$ cat config.mk
export PLATFORM = sky130hd
export DESIGN_NAME = msek_dly
export DESIGN_NICKNAME = d
export VERILOG_FILES = /design/src/rtl/msek_dly.sv
export SDC_FILE = /design/constraint.sdc
export NUM_CORES = 1
export LEC_CHECK = 0
export BUFFER_PORTS_ARGS = -buffer_cell sky130_fd_sc_hd__buf_2
export CORE_ASPECT_RATIO = 1.2
export CORE_MARGIN = 2
export CORE_UTILIZATION = 40
export CTS_BUF_LIST = sky130_fd_sc_hd__clkbuf_8
export DETAILED_ROUTE_END_ITERATION = 16
export PLACE_DENSITY = 0.77
export SLEW_MARGIN = 20
export SYNTH_ARGS = -nofsm -noshare
export SYNTH_HDL_FRONTEND = slang
export SYNTH_SLANG_ARGS = --single-unit
$ cat constraint.sdc
create_clock -name clk -period 0.8 [get_ports clk]
set_input_delay 0.08 -clock clk [delete_from_list [all_inputs] [get_ports clk]]
set_output_delay 0.08 -clock clk [all_outputs]
set_load 0.01 [all_outputs]
$ cat src/rtl/msek_dly.sv
// Enabled shift line that delays a word; it moves only while en is high.
`timescale 1ns / 1ps
`default_nettype none
module msek_dly #(
	parameter int W = 64,
	parameter int N = 1
) (
	input  wire logic         clk,
	input  wire logic         en,
	input  wire logic [W-1:0] d,
	output logic [W-1:0]      q
);

	logic [W-1:0] sr_q [N];

	always_ff @(posedge clk) begin
		if (en) begin
			sr_q[0] <= d;
			for (int i = 1; i < N; i++)
				sr_q[i] <= sr_q[i-1];
		end
	end

	assign q = sr_q[N-1];

endmodule
`default_nettype wire

Word-level counts from Yosys, hierarchy flattened

Memory sizes are Yosys's and may differ from the RTL's.
Cells that the tools add are included.

Bits in registers: 0
Memory bits (writable): 64
Bits of input ports: 66
Output and inout bits: 64
Word-level logic and storage cells: 3
Memories kept: 1

Multiplexer cells: 2

Memories:

| name | depth | bits a word | read ports | clocked after memory_dff | wr ports | line | text |
|---|---|---|---|---|---|---|---|
| sr_q | 1     | 64          | 1          | 0                        | 1        | 14   | `logic [W-1:0] sr_q [N];` |

Operators with widths:

| cell   | number |
|---|---|
| $mux 1 | 2 |

Logic depth before layout (Yosys ltp)

Word-level depth: 2
Depth in mapped cells: 0
Depth with buffers taken out: 0

Least setup slack after synthesis

OpenSTA, ideal clock, no wires.

Path type: reg2out
From: mem sr_q[0][0]
To: out q[0]
Arrival: 0.394 ns
Required time: 0.720 ns
Slack: 0.326 ns
Cell stages (with the launch flop): 1
Buffers on the path: 0
Cells stage by stage: edfxtp_1

Longest elaborated chain between the ends: 1

RTL lines:

| what            | line | text |
|---|---|---|
| start, declared | 14   |  |
| $mem_v2 1x64    | n/a  |  |
| end, declared   | 11   | `output logic [W-1:0] q` |

Every way passes these cells.

Worst setup path after layout

From: mem sr_q[0][61]
To: out q[61]

Same word-level chain as after synthesis.

==> results.json <==
{
  "outcome": "finished, violations left",
  "violations": "setup timing",
  "period_minus_slack_ps": 963,
  "yosys_register_bits": 64,
  "drtIter0Drc": 39,
  "routed_wirelength_mm": 5.51,
  "crit_cells": 1,
  "synth_enable_flop_cells": 64,
  "clock_path_buffers": 2,
  "synthTopCellsByArea": "edfxtp_1",
  "endpoint": "q[61]",
  "row_count": 27,
  "fin_nets": 338,
  "dr.pass1.iters": 4,
  "setup_viol": 64,
  "grt.total_usage_pct": 21.6,
  "grt_overflow": 0,
  "regMostFlops": "sr_q",
  "crit_path_cell_trace": "buf_2",
  "post-route-period-util_pct": 120,
  "synth_cell_types": 1,
  "path_delay_family": "flip-flops",
  "synth.avg_cell_area_um2": 30.0,
  "diodes": 0,
  "hp-class": "input pin to register",
  "crit_path_start": "sr_q[0][61]",
  "fin_util_pct": 76.9,
  "grt_util_met2_pct": 38.0,
  "ys.flop_type": "edfxtp_1",
  "grt_pass1_vias": 1574,
  "cts-root-buf": "clkbuf_8",
  "top_regs": "sr_q x64",
  "core-area_um2": 4590,
  "worstPathArrival_ps": 880,
  "postRouteAntennaNets": 0,
  "crit_fanout": 1,
  "cap_violations": 0,
  "gp_congestion": 0.682,
  "relSlewSlack_pct": 89.7,
  "critPathCaptureType": "output port",
  "synth_common_cells": "edfxtp_1",
  "p_per_area_nw_per_um2": 2130,
  "multi_input_gates": 0,
  "crit_buf_inv": 1,
  "setup_slack_ps": -163,
  "yosysWarnings": 0,
  "dp.cells": 255,
  "tritoncts": "done",
  "start_util_pct": 41.8,
  "syn_area_um2": 1920,
  "hold_viol": 0,
  "yosysTopAreaCellShare_pct": 100,
  "synthArstFlopShare_pct": 0,
  "cp.required_ps": 720,
  "synth.most_common_cell": "edfxtp_1",
  "hold-worst-slack_ps": 248,
  "vias_per_cell": 4.45,
  "drc_errors": 0,
  "cts.htree.levels": 3,
  "grt_busiest_layer": "met2",
  "die_h_um": 79.9,
  "startpoint_type": "register",
  "criticalPathCategory": "register to output port",
  "cts_made_buffers": 9,
  "grt_max_degree": 24,
  "place_ws_ps": 26.3,
  "leakagePower_nw": 1.53,
  "worst_pin_slew_ps": 155,
  "placed_area_um2": 2700,
  "total_power_mw": 7.53,
  "syn_nets": 130,
  "met3_usage_pct": 8.89,
  "met1_usage_pct": 20.7,
  "multi_input_area_um2": 0,
  "synth_top_cell_by_area": "edfxtp_1",
  "io_pins": 130,
  "ys_seq_area_share_pct": 100,
  "antenna_found_initial": 0,
  "finalMaxSlewViolations": 0,
  "stdcell_count": 334,
  "die_area_um2": 5380,
  "area_delta_synth_final_pct": 83.8,
  "clock_sinks": 64,
  "final_area_um2": 3530,
  "drive_above_1_share_pct": 52.5,
  "slowest_stage": "edfxtp_1",
  "post_drt_wl_per_cell_um": 16.5,
  "cts.reportedPaths.clkPinSlew_ps": 70,
  "finalSetupTns_ps": -7860,
  "max_stage_delay_ps": 390,
  "max-vdd-ir-drop_v": 0.00155,
  "largest_reg_flops": 64,
  "fp.dieW_um": 67.3,
  "rsz0062_at_grt": "yes",
  "postSynthCellCount": 64,
  "vias": 1486,
  "max_freq_mhz": 1040,
  "grt_pass1_wl_mm": 7.63,
  "port-buffer-count": 129
}
layer usage:
metal | vias up | wire length, µm | part of all wire [%]
met1 | 701 | 1890 | 34
met3 | 14 | 473 | 8.6
met4 | 0 | 179 | 3.2
li1 | 675 | - | -
met2 | 96 | 2970 | 54
met5 | - | 0 | 0
cell usage in the layout, fill, tap and decap left out:
master         synthesis  layout
buf_2                  0     126
dlygate4sd3_1          0      64
edfxtp_1              64      64
clkbuf_8               0       9
buf_6                  0       3
inv_1                  0       2
buf_12                 0       2
buf_4                  0       2
clkinv_2               0       1
clkinv_1               0       1
clkinvlp_4             0       1
bufinv_16              0       1
worst min path at each step:
| stage | start | to | cells after the start | slack [ps] |
|---|---|---|---|---|
| detailed placement | d[26] | sr_q[0][26] | 1 | 260 |
| global route | en | sr_q[0][16] | 2 | 240 |
| floorplan | d[0] | sr_q[0][0] | 0 | 180 |
| finish | en | sr_q[0][59] | 2 | 250 |
| CTS | en | sr_q[0][1] | 2 | 230 |
| global placement | d[38] | sr_q[0][38] | 1 | 260 |
power by group:
part	switching, mW	total, mW	internal [mW]	leakage, nW
clock network	1.17	2.55	1.38	0.0951
logic	0.406	0.923	0.517	0.810
registers	0.0733	4.06	3.98	0.626
total	1.65	7.53	5.88	1.53
cell families (layout without fill, tap and decap cells):
kind of cell / Yosys count / after routing / synth area share [%]
DFF: 64 / 64 / 100
buffers and inverters: 0 / 212 / 0
area by class of cell:
| class | instances | area, µm² |
|---|---|---|
| Fill cell | 269 | 1060 |
| Clock inverter | 6 | 53.8 |
| Clock buffer | 9 | 124 |
| Tap cell | 58 | 72.6 |
| Timing Repair Buffer | 197 | 1360 |
| Sequential cell | 64 | 1920 |
what timing repair did:
action,CTS,global route
endpoints found under the hold margin,64,0
gates resized for setup,0,3
setup buffers,0,0
endpoints found under the setup margin,64,64
cloned,0,0
hold buffers,64,0
Power figures use the tool's default switching activity.
